===== src/hw/rtl/lsdc_pkg.sv =====
`timescale 1ns / 1ps
package lsdc_pkg;

    // Input item kinds
    typedef enum logic {
        OP_LOAD    = 1'b0,
        OP_CONVERT = 1'b1
    } opcode_t;

    // Month walk constants
    localparam int MONTH_SLOTS = 13;
    localparam int LONG_DAYS   = 30;
    localparam int SHORT_DAYS  = 29;
    localparam int CYCLE_LEN   = 6;

    // One year of the table
    typedef struct packed {
        logic [3:0]  leap_after;
        logic [12:0] long_months;
        logic [8:0]  new_year_day;
    } year_entry_t;

    // Stage enables from the pipeline control
    typedef struct packed {
        logic en_a;
        logic en_b;
        logic en_c;
        logic en_d;
        logic en_o;
    } pipe_en_t;

    // Front end result handed to the month walk
    typedef struct packed {
        logic        valid_date;
        logic        malformed;
        logic [9:0]  since;
        logic [12:0] long_months;
        logic [3:0]  leap_after;
    } walk_in_t;

endpackage


===== src/hw/rtl/lsdc_year_mem.sv =====
`timescale 1ns / 1ps
module lsdc_year_mem #(
    parameter int DEPTH = 128,
    parameter int AW    = 7
) (
    input  logic                  clk,
    input  logic                  wr_en,
    input  logic [AW-1:0]         wr_addr,
    input  lsdc_pkg::year_entry_t wr_data,
    input  logic                  rd_en,
    input  logic [AW-1:0]         rd_addr_cur,
    input  logic [AW-1:0]         rd_addr_prev,
    output lsdc_pkg::year_entry_t rd_cur,
    output lsdc_pkg::year_entry_t rd_prev
);
    import lsdc_pkg::*;

    year_entry_t mem [0:DEPTH-1];
    year_entry_t rd_cur_reg;
    year_entry_t rd_prev_reg;

    // Single write port
    always_ff @(posedge clk)
    begin
        if (wr_en)
        begin
            mem[wr_addr] <= wr_data;
        end
    end

    // Two registered read ports, held while the stage is stalled
    always_ff @(posedge clk)
    begin
        if (rd_en)
        begin
            rd_cur_reg  <= mem[rd_addr_cur];
            rd_prev_reg <= mem[rd_addr_prev];
        end
    end

    assign rd_cur  = rd_cur_reg;
    assign rd_prev = rd_prev_reg;

endmodule


===== config.mk =====
export PLATFORM = sky130hd
export DESIGN_NAME = lsdc_year_mem
export DESIGN_NICKNAME = d
export VERILOG_FILES = /design/src/hw/rtl/lsdc_pkg.sv /design/src/hw/rtl/lsdc_year_mem.sv
export SDC_FILE = /design/constraint.sdc
export NUM_CORES = 2
export LEC_CHECK = 0
export BUFFER_PORTS_ARGS = -buffer_cell sky130_fd_sc_hd__buf_2
export CELL_PAD_IN_SITES_DETAIL_PLACEMENT = 1
export CELL_PAD_IN_SITES_GLOBAL_PLACEMENT = 1
export CORE_MARGIN = 2
export CORE_UTILIZATION = 45
export DETAILED_ROUTE_END_ITERATION = 8
export MAX_ROUTING_LAYER = met4
export PLACE_DENSITY = 0.67
export SYNTH_ARGS = -nofsm -noshare
export SYNTH_HDL_FRONTEND = slang
export SYNTH_SLANG_ARGS = --single-unit

===== constraint.sdc =====
create_clock -name clk -period 3.2 [get_ports clk]
set_input_delay 0.48 -clock clk [delete_from_list [all_inputs] [get_ports clk]]
set_output_delay 0.48 -clock clk [all_outputs]
set_load 0.05 [all_outputs]

======== Yosys cells after proc, flatten, opt, wreduce, memory -nomap -nowiden ========
Memory sizes are Yosys's and may differ from the RTL's. A register that Yosys moved wholly into a read port is not among the register bits.
Index checks and enable logic that the tools add are counted.
cells by class
  muxes and demuxes ....................... 2
operators with widths
  kind               count
  two-way mux 1 bit  2
word-level totals
  memories kept ........................... 1
  logic and storage cells ................. 3
  bits in registers ....................... 0
  bits in writable memories ............... 3328
  output and inout port bits .............. 52
memory list
  name  depth  width  rd ports  clocked after memory_dff  write ports  RTL line             source
  mem   128    26     2         2                         1            lsdc_year_mem.sv:18  year_entry_t mem [0:DEPTH-1];

======== Longest topological paths before layout ========
  word-level depth ........................ 2
  depth in mapped cells ................... 8
  gate-level depth less buffers ........... 4

======== Worst setup path before layout ========
Ideal clock, no wire load.
  path type ............................... input-to-reg
  start ................................... input port rd_addr_prev[0]
  end ..................................... register rd_prev[0] (netlist name)
  path slack .............................. -0.112 ns
  required time ........................... 2.940 ns
  cell stages on the path ................. 7
  path buffers ............................ 3
  library setup time ...................... 0.260 ns
  data arrival time ....................... 3.052 ns
  cells stage by stage .................... clkbuf_1 > buf_2 > buf_1 > mux4_2 > mux4_2 > mux4_2 > mux2_2
RTL lines
  what             RTL line             source
  start, declared  lsdc_year_mem.sv:12  input logic [AW-1:0] rd_addr_prev,

==> run metrics <==
power density cells=554 nW/µm²; final net count=7063; share of cells above drive strength 1=0.511; slowest cell delay on critical path=0.69 ns; Synth top area share=0.659; GRT overflow=0; WP buf/inv=5; sequential area share after synthesis=0.659; Cells after DPL=11200; clk root buf=clkbuf_16; Residual DRC=0; hold crit path type=input pin to register; CTS Sinks=3380; Rows=214; area grow syn2layout=17.5%; asr flop ratio synth=0; slew margin rel.=0.293; most frequent cells in the layout=edfxtp_1, mux4_2, buf_4; largest net degree at the start of global routing=129; Total Power=100 mW; Slew @ Worst Pin=1.06 ns; critical-path cell list=buf_12 > buf_4 > buf_12 > buf_12 > buf_4 > mux4_2 > mux4_2 > mux4_2 > mux2_2; CTS tree=yes; Critical Path RT=3.91 ns; setup bufs post-CTS=0; status=finished, final reports clean; Die ar.=347000 µm²; Worst-Skew Late Latency=0.95 ns; first-pass GRT wire length=719 mm; drt first pass iters=5; fin cells=12000; Die H=589 µm; initial antenna violation count=71; CP max-delay cell=mux4_2; Num CTS Buffers=364; # fillers=28500; Ports=102; largest cells by area after synthesis=edfxtp_1, mux4_2, clkbuf_1, buf_2, mux2_2; top_reg_cell synth=edfxtp_1; die width=589 µm; startpoint types=input pin; critical path's top delay family=multiplexers; Peak VDD IR=571 µV; # port buffers=101; Yosys warnings=0; Bufs on Longest Clock Path=4; Routed Antenna Nets=0; DR WL/cell=43.2 µm; clk_skew=0.0452 ns; Vias=83200; vias in the first global route=86000; Netlist cell types=16; Core Area=340000 µm²; hold_buf cts=4; minimum clock period=2.85 ns; Leakage=55.9 nW; Detailed Route Iter0 Violations=12800; number of vias per cell=6.96; max-cap viol count=0; number of synthesized flops with an enable pin=3380; RSZ-0062 raised after global routing=no; Final Max Tran Viols=0; cell area after placement=169000 µm²; most common cell after layout, fill and taps aside=edfxtp_1; CTS resizes=0; GRT Total Usage=0.310; FF/Latch Area=101000 µm²; CP max FO=13; mean post-synth cell area=24.5 µm²; max reg flops=3328; DP HPWL=330 mm; Post-Syn Area=154000 µm²; Finished Cell Area=181000 µm²; initial core utilization=0.453; Post-Syn Instances=6293; GPL Wtd Cong=0.874; # setup viols final=0; multi-input logic area=51500 µm²; H-tree levels=5; Crit. End Element=register; syn nets=6343; WP data arrival=3.56 ns; #FFs+latches synth=3380; kind of critical path=input pin to register; Fin. Hold Viols=0; Max Freq=0.350 GHz; Total Wirelength=516 mm; clock slew at reported path FFs=0.06 ns; Final Cycle Share=0.892; cell taking the most area after synthesis=edfxtp_1
-- power by group --
group	internal, mW	switching (mW)
Clock	23.7	18.0
Sequential	49.0	0.341
Combinational	4.06	5.10
Total	76.8	23.4
-- area by class of cell --
| class | count | area share |
|---|---|---|
| multi-input cells | 2406 | 0.284 |
| flip-flops and latches | 3380 | 0.561 |
| repair buffers | 861 | 0.0580 |
| clock buffers | 448 | 0.0530 |
| clock inverters | 208 | 0.0107 |
| diodes | 113 | 0.00156 |
| well taps | 4536 | 0.0314 |
-- Yosys cell counts, types with 3 or more instances --
cell type / count
edfxtp_1: 3380
mux4_2: 2184
clkbuf_1: 265
nor2_1: 122
buf_2: 121
buf_1: 118
mux2_2: 52
nand2_1: 14
nand3_1: 12
nor3_1: 9
nor2b_1: 7
nand4_1: 3
-- per-stage QoR --
stage                     utilization  hold slack (ns)  worst slack, ns  TNS [ns]
after floorplan                     -            0.579          -0.0970     -6.60
after global placement          0.497            0.700           -0.567    -19.01
after detailed placement        0.497            0.703           -0.593    -19.61
after CTS                       0.531          0.00556            0.411         0
after global routing            0.532           0.0721            0.344         0
final                           0.532           0.0441            0.346         0
-- final timing paths --
check	from	endpoint	slack, ns	cells past startpoint
max	rd_addr_cur[0]	rd_cur[18]	0.35	9
min	wr_data[18]	mem[67][18]	0.04	1
max reg2reg	mem[119][22]	rd_cur[22]	0.37	4
min reg2reg	mem[119][15]	rd_prev[15]	1.24	4
-- cells by family after synthesis --
kind of cell	synth area share
DFF	0.659
and+or+nand+nor	0.00452
buffers and inverters	0.0135
muxes	0.323
-- worst register-to-register path, cell delays in order (launching register included) --
cell and delay [ns]:
edfxtp_1 0.39, mux4_2 0.49, mux4_2 0.59, mux4_2 0.72, mux2_2 0.38
-- layer usage --
| layer | up-vias | global-route usage | wire length (µm) |
|---|---|---|---|
| met4 | 0 | 0.122 | 21400 |
| met3 | 938 | 0.0630 | 54300 |
| li1 | 30500 | - | - |
| met5 | - | - | 0 |
| met2 | 5421 | 0.477 | 250000 |
| met1 | 46300 | 0.409 | 190000 |
Power figures use the tool's default switching activity.
