[config.mk]
export PLATFORM = sky130hd
export DESIGN_NAME = lsdc_month_walk
export DESIGN_NICKNAME = d
export VERILOG_FILES = /design/src/hw/rtl/lsdc_pkg.sv /design/src/hw/rtl/lsdc_month_walk.sv
export SDC_FILE = /design/constraint.sdc
export NUM_CORES = 1
export LEC_CHECK = 0
export BUFFER_PORTS_ARGS = -buffer_cell sky130_fd_sc_hd__buf_4
export CORE_ASPECT_RATIO = 1.75
export CORE_MARGIN = 8
export CORE_UTILIZATION = 32
export DETAILED_ROUTE_END_ITERATION = 8
export PLACE_DENSITY = 0.51
export SLEW_MARGIN = 20
export SYNTH_ARGS = -nofsm -noshare
export SYNTH_HDL_FRONTEND = slang
export SYNTH_SLANG_ARGS = --single-unit
[constraint.sdc]
create_clock -name clk -period 7.85 [get_ports clk]
set_clock_uncertainty 0.2 [all_clocks]
set_input_delay 0 -clock clk [delete_from_list [all_inputs] [get_ports clk]]
set_output_delay 0 -clock clk [all_outputs]
set_load 0.01 [all_outputs]
[src/hw/rtl/lsdc_pkg.sv]
`timescale 1ns / 1ps
package lsdc_pkg;

    // Input item kinds
    typedef enum logic {
        OP_LOAD    = 1'b0,
        OP_CONVERT = 1'b1
    } opcode_t;

    // Month walk constants
    localparam int MONTH_SLOTS = 13;
    localparam int LONG_DAYS   = 30;
    localparam int SHORT_DAYS  = 29;
    localparam int CYCLE_LEN   = 6;

    // One year of the table
    typedef struct packed {
        logic [3:0]  leap_after;
        logic [12:0] long_months;
        logic [8:0]  new_year_day;
    } year_entry_t;

    // Stage enables from the pipeline control
    typedef struct packed {
        logic en_a;
        logic en_b;
        logic en_c;
        logic en_d;
        logic en_o;
    } pipe_en_t;

    // Front end result handed to the month walk
    typedef struct packed {
        logic        valid_date;
        logic        malformed;
        logic [9:0]  since;
        logic [12:0] long_months;
        logic [3:0]  leap_after;
    } walk_in_t;

endpackage

[src/hw/rtl/lsdc_month_walk.sv]
`timescale 1ns / 1ps
module lsdc_month_walk (
    input  logic               clk,
    input  lsdc_pkg::pipe_en_t en,
    input  lsdc_pkg::walk_in_t walk_in,
    output logic               date_valid,
    output logic [3:0]         lunar_month,
    output logic               leap_flag,
    output logic [4:0]         lunar_day,
    output logic [2:0]         six_day_index
);
    import lsdc_pkg::*;

    // Stage D: month slot boundaries as prefix sums, compared in parallel
    logic [8:0] cum  [0:MONTH_SLOTS];
    logic [9:0] diff [0:MONTH_SLOTS];
    logic [3:0] cnt;
    logic [3:0] pc;
    logic [9:0] rem_sel;

    always_comb
    begin
        for (int k = 0; k <= MONTH_SLOTS; k++)
        begin
            pc = 4'd0;
            for (int j = 0; j < MONTH_SLOTS; j++)
            begin
                if (j < k)
                begin
                    pc = pc + {3'b0, walk_in.long_months[j]};
                end
            end
            cum[k]  = 9'(SHORT_DAYS * k) + {5'b0, pc};
            diff[k] = walk_in.since - {1'b0, cum[k]};
        end
        // boundaries rise strictly, so the last one passed is the slot count
        cnt = 4'd0;
        for (int k = 1; k <= MONTH_SLOTS; k++)
        begin
            if (walk_in.since >= {1'b0, cum[k]})
            begin
                cnt = 4'(k);
            end
        end
        rem_sel = diff[cnt];
    end

    logic       d_valid_reg;
    logic       d_malformed_reg;
    logic [3:0] d_count_reg;
    logic [4:0] d_rem_reg;
    logic [3:0] d_leap_after_reg;

    always_ff @(posedge clk)
    begin
        if (en.en_d)
        begin
            d_valid_reg      <= walk_in.valid_date;
            d_malformed_reg  <= walk_in.malformed || (cnt == 4'(MONTH_SLOTS));
            d_count_reg      <= cnt;
            d_rem_reg        <= rem_sel[4:0];
            d_leap_after_reg <= walk_in.leap_after;
        end
    end

    // Stage O: month number and leap flag from slots passed
    logic [3:0] mnum;
    logic       leap;
    logic [4:0] rem;
    logic [5:0] cyc;

    always_comb
    begin
        if ((d_leap_after_reg == 4'd0) || (d_count_reg < d_leap_after_reg))
        begin
            mnum = d_count_reg + 4'd1;
            leap = 1'b0;
        end
        else if (d_count_reg == d_leap_after_reg)
        begin
            mnum = d_leap_after_reg;
            leap = 1'b1;
        end
        else
        begin
            mnum = d_count_reg;
            leap = 1'b0;
        end
        rem = d_rem_reg;
        if (d_malformed_reg)
        begin
            mnum = 4'd12;
            leap = 1'b0;
            rem  = 5'd0;
        end
        // six-day position: reduce month-1+rem (below 42) by 24, 12, 6
        cyc = {2'b0, mnum} - 6'd1 + {1'b0, rem};
        if (cyc >= 6'(4 * CYCLE_LEN))
        begin
            cyc = cyc - 6'(4 * CYCLE_LEN);
        end
        if (cyc >= 6'(2 * CYCLE_LEN))
        begin
            cyc = cyc - 6'(2 * CYCLE_LEN);
        end
        if (cyc >= 6'(CYCLE_LEN))
        begin
            cyc = cyc - 6'(CYCLE_LEN);
        end
    end

    logic       date_valid_reg;
    logic [3:0] lunar_month_reg;
    logic       leap_flag_reg;
    logic [4:0] lunar_day_reg;
    logic [2:0] six_day_index_reg;

    // Output register; an out-of-table date reads all zero
    always_ff @(posedge clk)
    begin
        if (en.en_o)
        begin
            date_valid_reg    <= d_valid_reg;
            lunar_month_reg   <= d_valid_reg ? mnum : 4'd0;
            leap_flag_reg     <= d_valid_reg && leap;
            lunar_day_reg     <= d_valid_reg ? (rem + 5'd1) : 5'd0;
            six_day_index_reg <= d_valid_reg ? cyc[2:0] : 3'd0;
        end
    end

    assign date_valid    = date_valid_reg;
    assign lunar_month   = lunar_month_reg;
    assign leap_flag     = leap_flag_reg;
    assign lunar_day     = lunar_day_reg;
    assign six_day_index = six_day_index_reg;

endmodule

# Word-level counts from Yosys, hierarchy flattened
# Cells that the tools add are included.
[totals]
out_inout_bits = 14
ff_bits = 29
in_bits = 35
[classes]
magnitude_cmp = 18
add_sub_neg = 45
n_bitwise = 1
reduce_logical = 4
eq_ne = 2
n_mux = 26
[op_table]
columns = ["operator", "count"]
rows = [
  ["10-bit by 9-bit greater-or-equal comparator with 1-bit output", 9],
  ["10-bit by 9-bit subtractor with 10-bit output", 9],
  ["4-bit two-way mux", 15],
  ["9-bit by 4-bit adder with 9-bit output (first input constant)", 5],
  ["10-bit binary-select mux with 4-bit select", 1],
  ["4-bit by 1-bit adder with 4-bit output", 9],
  ["8-bit by 4-bit adder with 9-bit output (first input constant)", 4],
  ["10-bit by 8-bit greater-or-equal comparator with 1-bit output", 2],
  ["10-bit by 8-bit subtractor with 10-bit output", 2],
  ["7-bit by 4-bit adder with 8-bit output (first input constant)", 2],
  ["5-bit two-way mux", 3],
  ["6-bit two-way mux", 2],
  ["10-bit by 6-bit greater-or-equal comparator with 1-bit output", 1],
  ["10-bit by 7-bit greater-or-equal comparator with 1-bit output", 1],
  ["10-bit by 6-bit subtractor with 10-bit output", 1],
  ["10-bit by 7-bit subtractor with 10-bit output", 1],
  ["6-bit by 4-bit adder with 7-bit output (first input constant)", 1],
  ["5-bit by 1-bit adder with 6-bit output (first input constant)", 1],
  ["6-bit by 5-bit adder with 6-bit output", 1],
  ["6-bit by 3-bit greater-or-equal comparator with 1-bit output (second input constant)", 1],
  ["6-bit by 4-bit greater-or-equal comparator with 1-bit output (second input constant)", 1],
  ["6-bit by 5-bit greater-or-equal comparator with 1-bit output (second input constant)", 1],
  ["6-bit by 4-bit subtractor with 6-bit output (second input constant)", 1],
  ["6-bit by 5-bit subtractor with 6-bit output (second input constant)", 1],
  ["other kinds (17)", 21],
]

# Depth between registers and ports, before layout
[depth]
ltp_word = 19
ltp_mapped = 30

# Worst setup path before layout
# No wires, ideal clock.
[synth_timing]
kind = "in2reg"
startpoint = "input walk_in[4] (netlist name)"
endpoint = "register d_rem_reg[0] (data pin)"
path_stages = 25
path_buffers = 2
arrival_time_ps = 7079
setup_slack_ps = 312
path_cell_list = "fa_1 ha_1 fa_1 ha_1 ha_1 ha_1 ha_1 ha_1 ha_1 ha_1 ha_1 ha_1 xor2_1 nand3_1 ha_1 ha_1 a21o_1 a221oi_1 o21ai_0 a211o_1 nor3_1 buf_2 buf_2 o21ai_0 a211o_1"
[synth_between]
elab_chain_cells = 19
elab_cells_between_ends = 68
[synth_lines]
columns = ["element", "line_no", "rtl"]
rows = [
  ["from (decl)", "lsdc_month_walk.sv:5", "input lsdc_pkg::walk_in_t walk_in,"],
  ["1-bit by 1-bit adder with 2-bit output (*)", "lsdc_month_walk.sv:30", "pc = pc + {3'b0, walk_in.long_months[j]};"],
  ["2-bit by 1-bit adder with 3-bit output or 6-bit by 4-bit adder with 7-bit output (tied branches)", "lsdc_month_walk.sv:30, lsdc_month_walk.sv:33", ""],
  ["3-bit by 1-bit adder with 4-bit output (tied with other cells)", "lsdc_month_walk.sv:30", ""],
  ["4-bit by 1-bit adder with 4-bit output (tied with other cells) (9 in series)", "lsdc_month_walk.sv:30", ""],
  ["9-bit by 4-bit adder with 9-bit output (tied with other cells)", "lsdc_month_walk.sv:33", "cum[k] = 9'(SHORT_DAYS * k) + {5'b0, pc};"],
  ["10-bit by 9-bit greater-or-equal comparator with 1-bit output or 4-bit two-way mux (tied branches)", "lsdc_month_walk.sv:40", "if (walk_in.since >= {1'b0, cum[k]})"],
  ["4-bit two-way mux (*)", "lsdc_month_walk.sv:40", ""],
  ["net cnt[1]", "lsdc_month_walk.sv:17", "logic [3:0] cnt;"],
  ["4-bit inverter with 5-bit output (not written as such) (*)", "lsdc_month_walk.sv:45", "rem_sel = diff[cnt];"],
  ["10-bit binary-select mux with 4-bit select (*)", "lsdc_month_walk.sv:45", ""],
  ["5-bit two-way mux (not written as such) (*) (2 in series)", "lsdc_month_walk.sv:45", ""],
  ["net rem_sel[0]", "lsdc_month_walk.sv:19", "logic [9:0] rem_sel;"],
  ["to (signal assigned)", "lsdc_month_walk.sv:61", "d_rem_reg <= rem_sel[4:0];"],
  ["to (decl)", "lsdc_month_walk.sv:51", "logic [4:0] d_rem_reg;"],
]
# Mark *: on every way through the listed nets, which the timed path passes. The rest lies on a longest branch. The select of a mux whose other input is x is not followed.
# A chain may end at the register's enable or synchronous reset.

# Worst setup path after layout
[layout_timing]
startpoint = "input walk_in[4] (netlist name)"
endpoint = "register d_rem_reg[0] (data pin)"
[layout_between]
elab_chain_cells = 19
elab_cells_between_ends = 68
[layout_lines]
columns = ["element", "line_no"]
rows = [
  ["1-bit by 1-bit adder with 2-bit output or 5-bit by 1-bit adder with 6-bit output (tied branches)", "lsdc_month_walk.sv:30, lsdc_month_walk.sv:33"],
  ["2-bit by 1-bit adder with 3-bit output (tied with other cells)", "lsdc_month_walk.sv:30"],
  ["3-bit by 1-bit adder with 4-bit output (tied with other cells)", "lsdc_month_walk.sv:30"],
  ["4-bit by 1-bit adder with 4-bit output (tied with other cells) (9 in series)", "lsdc_month_walk.sv:30"],
  ["9-bit by 4-bit adder with 9-bit output (tied with other cells)", "lsdc_month_walk.sv:33"],
  ["10-bit by 9-bit greater-or-equal comparator with 1-bit output or 4-bit two-way mux (tied branches)", "lsdc_month_walk.sv:40"],
  ["4-bit two-way mux", "lsdc_month_walk.sv:40"],
  ["4-bit inverter with 5-bit output (not written as such)", "lsdc_month_walk.sv:45"],
  ["10-bit binary-select mux with 4-bit select (*)", "lsdc_month_walk.sv:45"],
  ["5-bit two-way mux (not written as such) (*) (2 in series)", "lsdc_month_walk.sv:45"],
  ["net rem_sel[0]", "lsdc_month_walk.sv:19"],
]
# Marked as above.

==> impl_metrics.yaml <==
layout:
  final_nets: 953
  layout.cells.most_common: "ha_1"
  layout.cells.most_common_list: "116 x ha_1, 89 x buf_4, 62 x inv_1, 47 x a21oi_1, 42 x nor2_1"
  syn2layout_area_growth_pct: 18.5
  num-fill-cells: 1983
  final_layout_size_suffix_gt1_frac: 0.164
  antenna-diode-count: 0
  non_filler_instance_count_after_layout: 1028
grt:
  grt_pass1_vias: 5577
  grt_pass1_wl_um: 27900
  track_usage: 0.147
  antenna_violations_before_repair: 0
  pin_count_of_the_biggest_net_entering_global_routing: 23
  total_gr_overflow: 0
routing:
  ant_nets: 0
  viasPerCell: 5.24
  met2_length_um: 10000
  wire_per_inst_um: 17.0
  detailed_routing_wirelength_on_met1_um: 6530
  met3_wirelength_um: 285
  routed-via-count: 5385
  maxUsedRoutingLayer: "met4"
  routed_wirelength_um: 17500
  drt_pass1_iterations: 4
  drt_iter0_markers: 259
  drc: 0
worst_setup_path:
  worstPathArrival_ps: 7270
  critPathTopFamily: "adder cells"
  criticalPathCategory: "in2reg"
  setup.worst_path.start_class: "input port"
  critPathMaxStageDelay_ps: 510
  critical_path.max_fanout: 5
  timing.critical_path.buf_inv: 5
  critical_path_required_ps: 7670
  critical_path.most_common_cell: "ha_1"
  critical_path.endpoint_type: "flip-flop"
  cpMaxStageDelayCell: "fa_1"
timing:
  timing_worst_slew_pin_value_ps: 781
  layout_worst_path_cycle_share: 0.949
  achievable-frequency_mhz: 134
  timing.max_slew.rel_slack: 0.479
  layout_min_cycle_time_ps: 7450
  report.final.slew_viol_count: 0
  final_number_of_hold_violating_endpoints: 0
  grt_setup_unrepaired: "no"
  final-setup-viol-count: 0
  setup_tns_ps: 0
placed_design:
  numPortBuffers: 45
  place_inst: 1010
  globalplace.congestion: 0.835
  hpwlAfterDp_um: 14700
die:
  floorplan.rows: 67
  floorplan.core_area_mm2: 0.0189
  pin_count: 49
  dieArea_mm2: 0.0240
  floorplan.initialDensity: 0.323
  die_h_um: 199
  die-width_um: 121
synth:
  yosys_warnings: 0
  post_synth_instance_area_mm2: 0.00612
  postSynthRegisterBits: 29
  yosysTopAreaCellShare: 0.237
  synth.avg_cell_area_um2: 8.74
  top_flip_flop_cell_by_instance_count_after_synthesis: "edfxtp_1"
  number_of_flops_mapped_to_enable_cells_by_yosys: 29
  ys_seq_area_frac: 0.142
  netlist.top_cell.by_area: "ha_1"
  synth_cells: 700
  synth_async_sr_flop_share: 0
  post_synth_num_cell_types: 64
  netlist_top_cells_area: "ha_1 24%, edfxtp_1 14%, fa_1 5.2%, xnor2_1 5.0%, xor2_1 4.0%"
  synth.net_count: 867
run_status:
  status: "finished clean"
clocking:
  cts_tree: "built"
  max-clock-path-buffers: 2
  clkTransAtPathRegs_ps: 50
  clock-root-buffer: "clkbuf_16"
  cts_max_level: 2
  clk-insertion-delay-late_ps: 280
  cts_num_sinks: 29
  cts-buffers-inserted: 5
flow_run:
  timing.max_cap.violations: 0
worst_hold_path:
  timing.hold.worst.class: "in2reg"
worst reg2reg max path: stages, from the launching register on:
cell and delay (ps):
edfxtp_1 450, ha_1 340, nor2b_1 130, o211ai_1 120, a21oi_1 430, nor2_1 90
a311o_1 430, ha_1 390, inv_1 60, ha_1 270, a21o_1 190, a21oi_1 240
o21bai_1 100, a21oi_1 540, xor2_1 560, nand3_1 130, o21ai_0 110, ha_1 460
nor2b_1 290, o211ai_1 130, nand4_1 160, o211ai_1 110, a221oi_1 470, o32ai_1 150
synthesized netlist by cell type (all sizes together), types with 7 or more instances:
master,count
o21ai,31
xor2,35
nand4,10
ha,116
fa,16
nor2,44
o211ai,14
nor2b,11
edfxtp,29
nand2b,8
clkbuf,13
a31oi,10
a21oi,47
nor3,10
xnor2,41
a21o,21
mux2i,24
nand2,35
nand3,27
inv,64
a211oi,7
final timing paths:
path	from	to	slack (ps)	cells after the start
worst max-delay path	walk_in[4]	d_rem_reg[0]	400	28
worst min-delay path	walk_in[26]	d_malformed_reg	100	5
worst max register to register	d_count_reg[1]	six_day_index[2]	1030	23
worst min register to register	d_valid_reg	date_valid	410	0
metal layers:
layer | GRT usage | up-vias
met5 | 0 | -
met4 | 0.0633 | 0
met3 | 0.0128 | 32
met2 | 0.303 | 73
met1 | 0.141 | 2542
li1 | - | 2738
through the flow:
stage / instance area, um2 / worst slack, ps / utilization / hold WS (ps)
finish: 7260 / 400 / 0.383 / 101
global route: 7260 / 25.7 / 0.383 / 139
CTS: 7230 / 315 / 0.382 / 136
detailed placement: 7010 / 78.8 / 0.370 / -20.3
global placement: 7010 / 74.5 / 0.370 / -21.4
floorplan: 6120 / 312 / - / -101
logic make-up after synthesis:
family	Yosys count	share of synthesized area
compound gates	182	0.198
xor+xnor	77	0.136
simple gates	169	0.137
mux	27	0.0448
flops	29	0.142
buf+inv	84	0.0525
fa+ha+maj	132	0.289
timing repair:
item                                   4_1_cts  5_1_grt
hold buffers                                 8        0
setup buffers                                0        2
setup endpoints to repair                    0        3
resized for setup                            0        4
endpoints found under the hold margin       35        0
area by class of cell:
cell class / count / area, um2 / share of cell area
clock inverter: 3 / 17.5 / 0.00241
inverter: 66 / 251 / 0.0347
sequential: 29 / 871 / 0.120
clock buffer: 5 / 125 / 0.0172
tap: 241 / 302 / 0.0416
multi-input combinational: 587 / 4940 / 0.681
timing repair buffer: 97 / 748 / 0.103
Power is not shown: default switching activity piles up to over one toggle a cycle in this logic, so the estimate is an artifact.
