### src/hw/rtl/lsdc_pkg.sv
`timescale 1ns / 1ps
package lsdc_pkg;

    // Input item kinds
    typedef enum logic {
        OP_LOAD    = 1'b0,
        OP_CONVERT = 1'b1
    } opcode_t;

    // Month walk constants
    localparam int MONTH_SLOTS = 13;
    localparam int LONG_DAYS   = 30;
    localparam int SHORT_DAYS  = 29;
    localparam int CYCLE_LEN   = 6;

    // One year of the table
    typedef struct packed {
        logic [3:0]  leap_after;
        logic [12:0] long_months;
        logic [8:0]  new_year_day;
    } year_entry_t;

    // Stage enables from the pipeline control
    typedef struct packed {
        logic en_a;
        logic en_b;
        logic en_c;
        logic en_d;
        logic en_o;
    } pipe_en_t;

    // Front end result handed to the month walk
    typedef struct packed {
        logic        valid_date;
        logic        malformed;
        logic [9:0]  since;
        logic [12:0] long_months;
        logic [3:0]  leap_after;
    } walk_in_t;

endpackage

### src/hw/rtl/lsdc_date_front.sv
`timescale 1ns / 1ps
module lsdc_date_front (
    input  logic                  clk,
    input  lsdc_pkg::pipe_en_t    en,
    input  logic [11:0]           year,
    input  logic [3:0]            month,
    input  logic [4:0]            day,
    input  logic                  in_range,
    input  logic                  at_first,
    input  lsdc_pkg::year_entry_t rd_cur,
    input  lsdc_pkg::year_entry_t rd_prev,
    output lsdc_pkg::walk_in_t    walk_in
);
    import lsdc_pkg::*;

    // Inverse of 25 modulo 2^12: y is a multiple of 25 iff y*inv mod 2^12 <= 163
    localparam logic [11:0] INV25    = 12'd3113;
    localparam logic [11:0] MAX_Q25  = 12'd163;

    function automatic logic is_leap(input logic [11:0] y);
        logic [23:0] p;
        logic        div25;
        p     = 24'(y) * 24'(INV25);
        div25 = (p[11:0] <= MAX_Q25);
        return ((y[1:0] == 2'd0) && !div25) || ((y[3:0] == 4'd0) && div25);
    endfunction

    function automatic logic [8:0] days_before(input logic [3:0] m, input logic lp);
        logic [8:0] d;
        case (m)
            4'd0:    d = 9'd0;
            4'd1:    d = 9'd0;
            4'd2:    d = 9'd31;
            4'd3:    d = 9'd59;
            4'd4:    d = 9'd90;
            4'd5:    d = 9'd120;
            4'd6:    d = 9'd151;
            4'd7:    d = 9'd181;
            4'd8:    d = 9'd212;
            4'd9:    d = 9'd243;
            4'd10:   d = 9'd273;
            4'd11:   d = 9'd304;
            4'd12:   d = 9'd334;
            default: d = 9'd365;
        endcase
        if (lp && (m >= 4'd3))
        begin
            d = d + 9'd1;
        end
        return d;
    endfunction

    // Stage A: request fields beside the table read
    logic [11:0] a_year_reg;
    logic [3:0]  a_month_reg;
    logic [4:0]  a_day_reg;
    logic        a_in_range_reg;
    logic        a_at_first_reg;

    always_ff @(posedge clk)
    begin
        if (en.en_a)
        begin
            a_year_reg     <= year;
            a_month_reg    <= month;
            a_day_reg      <= day;
            a_in_range_reg <= in_range;
            a_at_first_reg <= at_first;
        end
    end

    // Stage B: leap rules and day of year
    logic       leap_cur;
    logic       leap_prev;
    logic [8:0] doy_next;

    always_comb
    begin
        leap_cur  = is_leap(a_year_reg);
        leap_prev = is_leap(a_year_reg - 12'd1);
        doy_next  = days_before(a_month_reg, leap_cur)
                  + ((a_day_reg == 5'd0) ? 9'd0 : 9'(a_day_reg - 5'd1));
    end

    logic [8:0]  b_doy_reg;
    logic        b_prev_leap_reg;
    logic        b_in_range_reg;
    logic        b_at_first_reg;
    year_entry_t b_cur_reg;
    year_entry_t b_prev_reg;

    always_ff @(posedge clk)
    begin
        if (en.en_b)
        begin
            b_doy_reg       <= doy_next;
            b_prev_leap_reg <= leap_prev;
            b_in_range_reg  <= a_in_range_reg;
            b_at_first_reg  <= a_at_first_reg;
            b_cur_reg       <= rd_cur;
            b_prev_reg      <= rd_prev;
        end
    end

    // Stage C: days since lunar new year, from this year or the previous one
    logic        use_cur;
    logic [8:0]  prev_len;
    logic [10:0] prev_span;
    logic [10:0] prev_sum;
    walk_in_t    walk_next;
    walk_in_t    c_reg;

    always_comb
    begin
        use_cur   = (b_doy_reg >= b_cur_reg.new_year_day);
        prev_len  = b_prev_leap_reg ? 9'd366 : 9'd365;
        prev_span = 11'(prev_len) + 11'(b_doy_reg);
        prev_sum  = prev_span - 11'(b_prev_reg.new_year_day);

        walk_next.valid_date = b_in_range_reg && (use_cur || !b_at_first_reg);
        if (use_cur)
        begin
            walk_next.malformed   = 1'b0;
            walk_next.since       = 10'(b_doy_reg - b_cur_reg.new_year_day);
            walk_next.long_months = b_cur_reg.long_months;
            walk_next.leap_after  = b_cur_reg.leap_after;
        end
        else
        begin
            walk_next.malformed   = (prev_span < 11'(b_prev_reg.new_year_day));
            walk_next.since       = prev_sum[9:0];
            walk_next.long_months = b_prev_reg.long_months;
            walk_next.leap_after  = b_prev_reg.leap_after;
        end
    end

    always_ff @(posedge clk)
    begin
        if (en.en_c)
        begin
            c_reg <= walk_next;
        end
    end

    assign walk_in = c_reg;

endmodule

### config.mk
export PLATFORM = sky130hd
export DESIGN_NAME = lsdc_date_front
export DESIGN_NICKNAME = d
export VERILOG_FILES = /design/src/hw/rtl/lsdc_pkg.sv /design/src/hw/rtl/lsdc_date_front.sv
export SDC_FILE = /design/constraint.sdc
export NUM_CORES = 1
export LEC_CHECK = 0
export BUFFER_PORTS_ARGS = -buffer_cell sky130_fd_sc_hd__buf_2
export CORE_ASPECT_RATIO = 0.9
export CORE_UTILIZATION = 52
export CTS_CLUSTER_SIZE = 25
export DETAILED_ROUTE_END_ITERATION = 12
export PLACE_DENSITY = 0.8
export SYNTH_ARGS = -nofsm -noshare
export SYNTH_HDL_FRONTEND = slang
export SYNTH_SLANG_ARGS = --single-unit
### constraint.sdc
create_clock -name clk -period 5.9 [get_ports clk]
set_clock_uncertainty 0.15 [all_clocks]
set_input_delay 0.295 -clock clk [delete_from_list [all_inputs] [get_ports clk]]
set_output_delay 0.295 -clock clk [all_outputs]
set_load 0.02 [all_outputs]
# --- Yosys cells after proc, flatten, opt, wreduce, memory -nomap -nowiden ---
# Memories as Yosys holds them, arrays and structs flattened. A register that Yosys moved wholly into a read port is not among the register bits.
# Index checks and enable logic that the tools add are counted.
op_classes:
  addsub: 7
  n_mux: 5
  order_cmp: 5
  multipliers: 2
  reduce_logical: 17
op_table:
  columns: ["cell", "count"]
  rows:
  - ["2-to-1 mux 27 bit", 1]
  - ["<= comparator 12 x 8 -> 1 bit, second input constant", 2]
  - ["multiplier 12 x 11 -> 12 bit, second input constant", 2]
  - ["2-to-1 mux 9 bit", 2]
  - ["subtractor 12 x 1 -> 12 bit, second input constant", 1]
  - ["adder 9 x 9 -> 10 bit", 1]
  - ["less-than comparator 10 x 9 -> 1 bit", 1]
  - ["subtractor 10 x 9 -> 10 bit", 1]
  - ["subtractor 9 x 9 -> 10 bit", 1]
  - ["adder 9 x 1 -> 9 bit, second input constant", 1]
  - ["adder 9 bit", 1]
  - ["greater-or-equal comparator 9 bit", 1]
  - ["zero test 4 bit", 2]
  - ["logical AND 1 bit", 6]
  - ["subtractor 5 x 1 -> 6 bit, second input constant", 1]
  - ["zero test 5 bit", 1]
  - ["greater-or-equal comparator 4 x 2 -> 1 bit, second input constant", 1]
  - ["zero test 2 bit", 2]
  - ["2-to-1 mux 4 bit", 1]
  - ["zero test 1 bit", 3]
  - ["logical OR 1 bit", 3]
  - ["2-to-1 mux 2 bit", 1]
word_totals:
  output_inout_bits: 29
  in_bits: 81
  word_cells: 57
  reg_bits: 116
  n_memories: 1
  mem_bits_ro: 144
memory_table:
  columns: ["name", "words", "width", "rd", "rd_ports_with_merged_regs", "wr", "line_no", "source"]
  rows:
  - ["(no name shown)", 16, 9, 1, 1, 0, "lsdc_date_front.sv:30", "case (m)"]

# --- Logic depth before layout (Yosys ltp) ---
# Gate-level depths: netlist of run 1.
logic_depth:
  ltp_word: 8
  ltp_mapped: 23

# --- Worst setup path before layout of run 1 ---
# OpenSTA, ideal clock, no wires.
synth_path:
  path_kind: "register to register"
  from: "register a_year_reg[2]"
  to: "register b_doy_reg[8], data pin"
  setup_time_ns: 0.264
  synth_period_minus_slack_ns: 5.535
  required_time_ns: 5.486
  t_arrival_ns: 5.121
  n_path_buf: 0
  stages_incl_launch_ff: 22
  setup_slack_ns: 0.365
  path_cell_list: "edfxtp_1 ha_1 inv_1 fa_1 inv_1 ha_1 ha_1 nor2b_1 o21ai_0 nand2_1 a2111o_1 nor3_2 nor2_2 mux2_4 fa_1 a21o_1 a21oi_1 nor2b_1 o21a_1 o41a_1 xnor2_1 xnor2_1"
synth_between:
  elab_chain_cells: 8
  elab_cells_between_ends: 10
  classes_between: "add/sub: 1; mul: 1; order compare: 1; mux: 1; reduce/logical: 6"
synth_lines:
  columns: ["item", "line_no", "source"]
  rows:
  - ["start: declaration", "lsdc_date_front.sv:54", "logic [11:0] a_year_reg;"]
  - ["start signal: assignment", "lsdc_date_front.sv:64", "a_year_reg <= year;"]
  - ["multiplier 12 x 11 -> 12 bit", "lsdc_date_front.sv:23", "p = 24'(y) * 24'(INV25);"]
  - ["<= comparator 12 x 8 -> 1 bit", "lsdc_date_front.sv:24", "div25 = (p[11:0] <= MAX_Q25);"]
  - ["zero test 1 bit", "lsdc_date_front.sv:25", "return ((y[1:0] == 2'd0) && !div25) || ((y[3:0] == 4'd0) && div25);"]
  - ["logical AND 1 bit", "lsdc_date_front.sv:25", null]
  - ["logical OR 1 bit *", "lsdc_date_front.sv:25", null]
  - ["logical AND 1 bit *", "lsdc_date_front.sv:46", "if (lp && (m >= 4'd3))"]
  - ["2-to-1 mux 9 bit *", "lsdc_date_front.sv:46", null]
  - ["adder 9 bit *", "lsdc_date_front.sv:82", "+ ((a_day_reg == 5'd0) ? 9'd0 : 9'(a_day_reg - 5'd1));"]
  - ["net doy_next[8]", "lsdc_date_front.sv:75", "logic [8:0] doy_next;"]
  - ["end signal: assignment", "lsdc_date_front.sv:96", "b_doy_reg <= doy_next;"]
  - ["end: declaration", "lsdc_date_front.sv:85", "logic [8:0] b_doy_reg;"]
# Mark *: on every way through the listed nets, which the timed path passes. The rest lies on a longest branch.
# A chain may end at the register's enable or synchronous reset.

# --- Worst setup path after layout of run 1 ---
layout_path:
  from: "register a_year_reg[3]"
  to: "register b_doy_reg[8], data pin"
# Same word-level chain as after synthesis.

==> impl_metrics.json, run 1 <==
{
  "crit_chain": "ha_1 > inv_1 > fa_1 > inv_1 > ha_1 > inv_1 > fa_1 > nor2b_2 > o31ai_1 > a2111o_1 > nor3_4 > nor2_2 > xor2_1 > ha_1 > fa_2 > a21o_1 > a21oi_2 > nor2b_1 > o21a_1 > o41a_1 > xnor2_2 > xnor2_1",
  "numCtsBuffers": 17,
  "drt_iter0_drc": 280,
  "nets": 970,
  "vias_per_cell": 5.252,
  "synth_edf_count": 116,
  "ant_nets": 0,
  "overflow": 0,
  "ys_seq_elements": 125,
  "syn_nets": 765,
  "area_growth_pct": 29.84,
  "slowest_delay_ns": 0.49,
  "finalCritPeriodShare": 0.9584,
  "reg2regPathDepth": 22,
  "largest_reg_flops": 29,
  "layout.cells.most_common": "edfxtp_1",
  "antennaDiodeCount": 0,
  "synth_cells": 579,
  "drive_gt1_frac": 0.2233,
  "htreeDepth": 4,
  "post-route-min-period_ns": 5.655,
  "leakage_uw": 0.004177,
  "grt_pass1_vias": 5531,
  "finalSetupTns_ns": 0,
  "clk_pin_slew_ns": 0.06,
  "dp_hpwl_um": 10440,
  "antenna_found_initial": 0,
  "firstDrtPassIters": 7,
  "portBuffers": 107,
  "synth_top_flop_cell": "edfxtp_1",
  "via_count": 5178,
  "dpl_cell_area_mm2": 0.008149,
  "clockBufferDepth": 2,
  "rows": 40,
  "avgSynthCellArea_um2": 12.73,
  "async_reset_ff_frac": 0,
  "wire_per_inst_um": 16.62,
  "crit_arrival_ns": 5.65,
  "crit_required_ns": 5.90,
  "status": "finished, final reports clean",
  "final-setup-viol-count": 0,
  "fin_area_mm2": 0.009567,
  "rsz0062_at_grt": "false",
  "p_per_area_mw_per_mm2": 387.5,
  "netlist_area_mm2": 0.007368,
  "end_kind": "flop",
  "cts_tree": "built",
  "die_h_um": 114.9,
  "start_util": 0.5433,
  "grt_max_degree": 65,
  "io-pin-count": 110,
  "vdd_ir_drop_max_v": 0.0003425,
  "path_class": "reg2reg",
  "max_cap_violations": 0,
  "worstHoldPathType": "reg2reg",
  "holdPathStages": 0,
  "clock_sinks": 125,
  "fmax_ghz": 0.1768,
  "finalPower_uw": 3707,
  "die_area_mm2": 0.01465,
  "layout_common_cells": "edfxtp_1, buf_2, ha_1",
  "clock_latency_ns": 0.42,
  "slew-limit-headroom": 0.3067,
  "synth_seq_area_share": 0.4972,
  "slowest_stage": "fa_1",
  "drc_errors": 0,
  "grt_pass1_wl_um": 26300,
  "critPathLaunchType": "flop",
  "grt_util_all_layers": 0.2387,
  "hold_viol": 0,
  "tightest_slew_ns": 1.011,
  "core_mm2": 0.01356,
  "drv_slew": 0,
  "ys_types": 53,
  "crit_path_max_fanout": 6,
  "die_w_um": 127.5,
  "ys_warn_count": 0,
  "routed_wl_um": 16390,
  "ctsRootBufferMaster": "clkbuf_16",
  "rrSetupSlack_ns": 0.25,
  "place_congestion": 0.9276
}
kinds of logic (layout without fill, tap and decap cells):
kind of cell	Yosys count	after routing	synth area share
buffers and inverters	66	284	0.03498
multiplexers	32	32	0.04907
adder cells (fa/ha/maj)	105	105	0.1946
XOR/XNOR	59	59	0.07200
AND/OR/NAND/NOR	95	95	0.06538
flip-flops	125	125	0.4972
AO/OA/AOI/OAI	97	97	0.08677
where the power goes:
group / internal [uW] / leakage [uW] / switching (uW)
Combinational: 658 / 0.00268 / 771
Sequential: 1140 / 0.00121 / 77.5
Clock: 664 / 0.000282 / 393
Total: 2460 / 0.00418 / 1240
metrics by stage:
step | setup WS (ns) | util | std cells | hold WS, ns
global route | 0.009921 | 0.7054 | 986 | 0.2720
CTS | 0.1296 | 0.7003 | 982 | 0.2687
global placement | 0.3646 | 0.6008 | 875 | 0.2531
floorplan | 0.3650 | - | 579 | 0.2439
detailed placement | 0.1781 | 0.6008 | 875 | 0.2588
finish | 0.2454 | 0.7054 | 986 | 0.2678
synth_stat cells, types with 6 or more instances:
master	number	area share
a21o_1	8	0.0082
a21oi_1	23	0.016
dfxtp_1	9	0.024
edfxtp_1	116	0.47
fa_1	16	0.043
ha_1	89	0.15
inv_1	61	0.031
mux2_2	19	0.029
mux2i_1	11	0.015
nand2_1	19	0.0097
nand2b_1	8	0.0068
nand3_1	7	0.0048
nor2_1	24	0.012
nor2b_1	7	0.0059
nor3_1	10	0.0068
o21a_1	10	0.010
o21ai_0	18	0.012
o31ai_1	6	0.0061
xnor2_1	33	0.039
xor2_1	25	0.030
path summary, 6_finish.rpt:
kind,startpoint,to
min,a_at_first_reg,b_at_first_reg
max reg2reg,a_year_reg[3],b_doy_reg[8]
max,a_year_reg[3],b_doy_reg[8]
min reg2reg,a_at_first_reg,b_at_first_reg
layer usage:
layer	wire, um	vias up	GRT usage
li1	-	2514	-
met1	6465	2464	0.2552
met2	8797	171	0.4499
met3	789	29	0.06142
met4	340	0	0.09603
met5	0	-	0
timing repair:
| item | CTS | global route |
|---|---|---|
| buffers inserted | 0 | 4 |
| resized for setup | 0 | 7 |
| hold endpoints to repair | 75 | 0 |
| hold buffers | 75 | 0 |
| setup endpoints to repair | 0 | 1 |
worst max-delay path, delay by kind of cell, from the launching register on:
family,cells,cell delay [ns]
adders and majority gates,6,2.17
AOI/OAI and AO/OA,6,1.43
and+or+nand+nor,4,0.54
xor gates and xnor gates,3,0.47
DFF,1,0.46
buffers and inverters,3,0.15
area by class of cell:
class	count	area [um^2]
timing repair buffer	191	1354
clock buffer	18	429.2
multi-input combinational	388	3486
fill	871	3996
clock inverter	14	168.9
sequential	125	3664
tap	189	236.5
inverter	61	229.0
No activity file was read; power rests on OpenSTA's default activity.
==> run 2, diff against run 1 <==
--- a/config.mk
+++ b/config.mk
@@ -11,6 +11,8 @@
 export CTS_CLUSTER_SIZE = 25
 export DETAILED_ROUTE_END_ITERATION = 12
 export PLACE_DENSITY = 0.8
+export RECOVER_POWER = 100
+export SETUP_SLACK_MARGIN = 0.02
 export SYNTH_ARGS = -nofsm -noshare
 export SYNTH_HDL_FRONTEND = slang
 export SYNTH_SLANG_ARGS = --single-unit
==> run 2 against run 1 <==
- the flow now finishes with violations (max-capacitance violations, max-slew violations)
- sequential power is essentially flat
- clock power about the same
- non-clock buffer count unchanged
- die area unchanged
- sequential share of layout area rose by 0.26 points
- first-iteration DRC count grew 7.9%
- cell area fell by 0.67%
- worst setup slack worse by 0.032 ns
- largest cell class unchanged
- largest power group unchanged
==> impl_metrics.json, run 2 (synthesis results as in run 1) <==
{
  "status": "complete, but fails checks",
  "violations": "max-capacitance violations, max-slew violations",
  "drc_errors": 0,
  "fill_cells": 908,
  "grt_use_met3": 0.06142,
  "holdWs_ns": 0.2680,
  "use_met2": 0.4499,
  "clk_pin_slew_ns": 0.06,
  "end_kind": "flop",
  "fmax_ghz": 0.1758,
  "grt_pass1_wl_um": 26300,
  "start_util": 0.5433,
  "finalCritPeriodShare": 0.9639,
  "hold_start": "a_at_first_reg",
  "routed_wl_um": 16450,
  "reg2regPathDepth": 22,
  "crit_required_ns": 5.90,
  "ctsRootBufferMaster": "clkbuf_16",
  "hold_viol": 0,
  "multi_input_area_mm2": 0.003481,
  "tightest_slew_ns": 3.423,
  "slew-limit-headroom": -1.282,
  "cts_tree": "built",
  "grt_util_all_layers": 0.2387,
  "finalSetupTns_ns": 0,
  "final_util": 0.7006,
  "nets": 970,
  "wire_per_inst_um": 16.68,
  "slowest_delay_ns": 0.49,
  "clock_sinks": 125,
  "core_mm2": 0.01356,
  "numCtsBuffers": 17,
  "die_h_um": 114.9,
  "path_class": "reg2reg",
  "p_per_area_mw_per_mm2": 389.0,
  "portBuffers": 107,
  "leakage_uw": 0.004056,
  "dpl_cell_area_mm2": 0.008149,
  "overflow": 0,
  "top_usage_layer": "met2",
  "max_cap_violations": 3,
  "firstDrtPassIters": 5,
  "area_growth_pct": 28.97,
  "place_ws_ns": 0.1781,
  "vias_per_cell": 5.278,
  "die_w_um": 127.5,
  "place_congestion": 0.9276,
  "final-setup-viol-count": 0,
  "vdd_ir_drop_max_v": 0.0003432,
  "drt_iter0_drc": 302,
  "dp_hpwl_um": 10440,
  "setup_ws_ns": 0.2133,
  "crit_path_max_fanout": 6,
  "die_area_mm2": 0.01465,
  "grt_pass1_vias": 5531,
  "antennaDiodeCount": 0,
  "rrSetupSlack_ns": 0.21,
  "ant_nets": 0,
  "holdPathStages": 0,
  "fin_area_mm2": 0.009503,
  "layout.cells.most_common": "edfxtp_1",
  "drv_slew": 123,
  "antenna_found_initial": 0,
  "largest_reg_flops": 29,
  "critPathLaunchType": "flop",
  "min_to": "b_at_first_reg",
  "ff_latch_area_mm2": 0.003664,
  "grt_max_degree": 65,
  "layout_common_cells": "edfxtp_1, ha_1, dlygate4sd3_1",
  "slowest_stage": "fa_1",
  "via_count": 5204,
  "crit_chain": "ha_1 > inv_1 > fa_1 > inv_1 > ha_1 > inv_1 > fa_1 > nor2b_2 > o31ai_1 > a2111o_1 > nor3_4 > nor2_1 > xor2_1 > ha_1 > fa_2 > a21o_1 > a21oi_2 > nor2b_1 > o21a_1 > o41a_1 > xnor2_2 > xnor2_1",
  "drive_gt1_frac": 0.1644,
  "clockBufferDepth": 2,
  "grt_util_met1": 0.2552,
  "r2r_start": "a_year_reg[3]",
  "crit_arrival_ns": 5.69,
  "r2r-end": "b_doy_reg[8]",
  "worstHoldPathType": "reg2reg",
  "clock_latency_ns": 0.42,
  "htreeDepth": 4,
  "post-route-min-period_ns": 5.687,
  "io-pin-count": 110,
  "rows": 40
}
## run 2: power breakdown
part	internal, uW	total (uW)	switching (uW)
Clock	664	1060	395
Sequential	1150	1230	79.5
Combinational	640	1410	773
Total	2450	3700	1250
## run 2: per-stage QoR
| step | power (uW) | instances |
|---|---|---|
| global placement | 2483 | 875 |
| floorplan | 2220 | 579 |
| detailed placement | 2556 | 875 |
| global route | 3912 | 986 |
| finish | 3697 | 986 |
| CTS | 3660 | 982 |
## run 2: final cells by class
class                           count  share of cell area
Inverter                           61             0.02409
Clock buffer                       18             0.04516
Tap cell                          189             0.02488
Clock inverter                     14             0.01777
Sequential cell                   125              0.3855
Multi-Input combinational cell    388              0.3663
Timing Repair Buffer              191              0.1363
## run 2: critical path: cells and delay by family, from the launching register on
| kind | cells | cell delay [ns] |
|---|---|---|
| buf+inv | 3 | 0.15 |
| compound gates | 6 | 1.44 |
| xor+xnor | 3 | 0.48 |
| fa+ha+maj | 6 | 2.18 |
| flops | 1 | 0.47 |
| simple gates | 4 | 0.54 |
## run 2: worst max-delay path by stage
stage	from	end	slack [ns]	cells after the start
4_1_cts	a_year_reg[3]	b_doy_reg[8]	0.13	22
3_5_place_dp	a_year_reg[1]	b_doy_reg[8]	0.18	22
2_1_floorplan	a_year_reg[2]	b_doy_reg[8]	0.36	21
3_3_place_gp	a_year_reg[4]	b_doy_reg[8]	0.36	21
6_report	a_year_reg[3]	b_doy_reg[8]	0.21	22
5_1_grt	a_year_reg[3]	b_doy_reg[8]	-0.01	22
## run 2: routing by layer
metal	vias to the layer above	routed length, um
li1	2519	-
met1	2474	6476
met2	180	8805
met3	31	811
met4	0	357
met5	-	0
## run 2: repair_timing
action / CTS / global route
endpoints found under the setup margin: 0 / 1
resized for setup: 0 / 7
hold endpoints to repair: 75 / 0
setup buffers: 0 / 4
hold buffers: 75 / 0
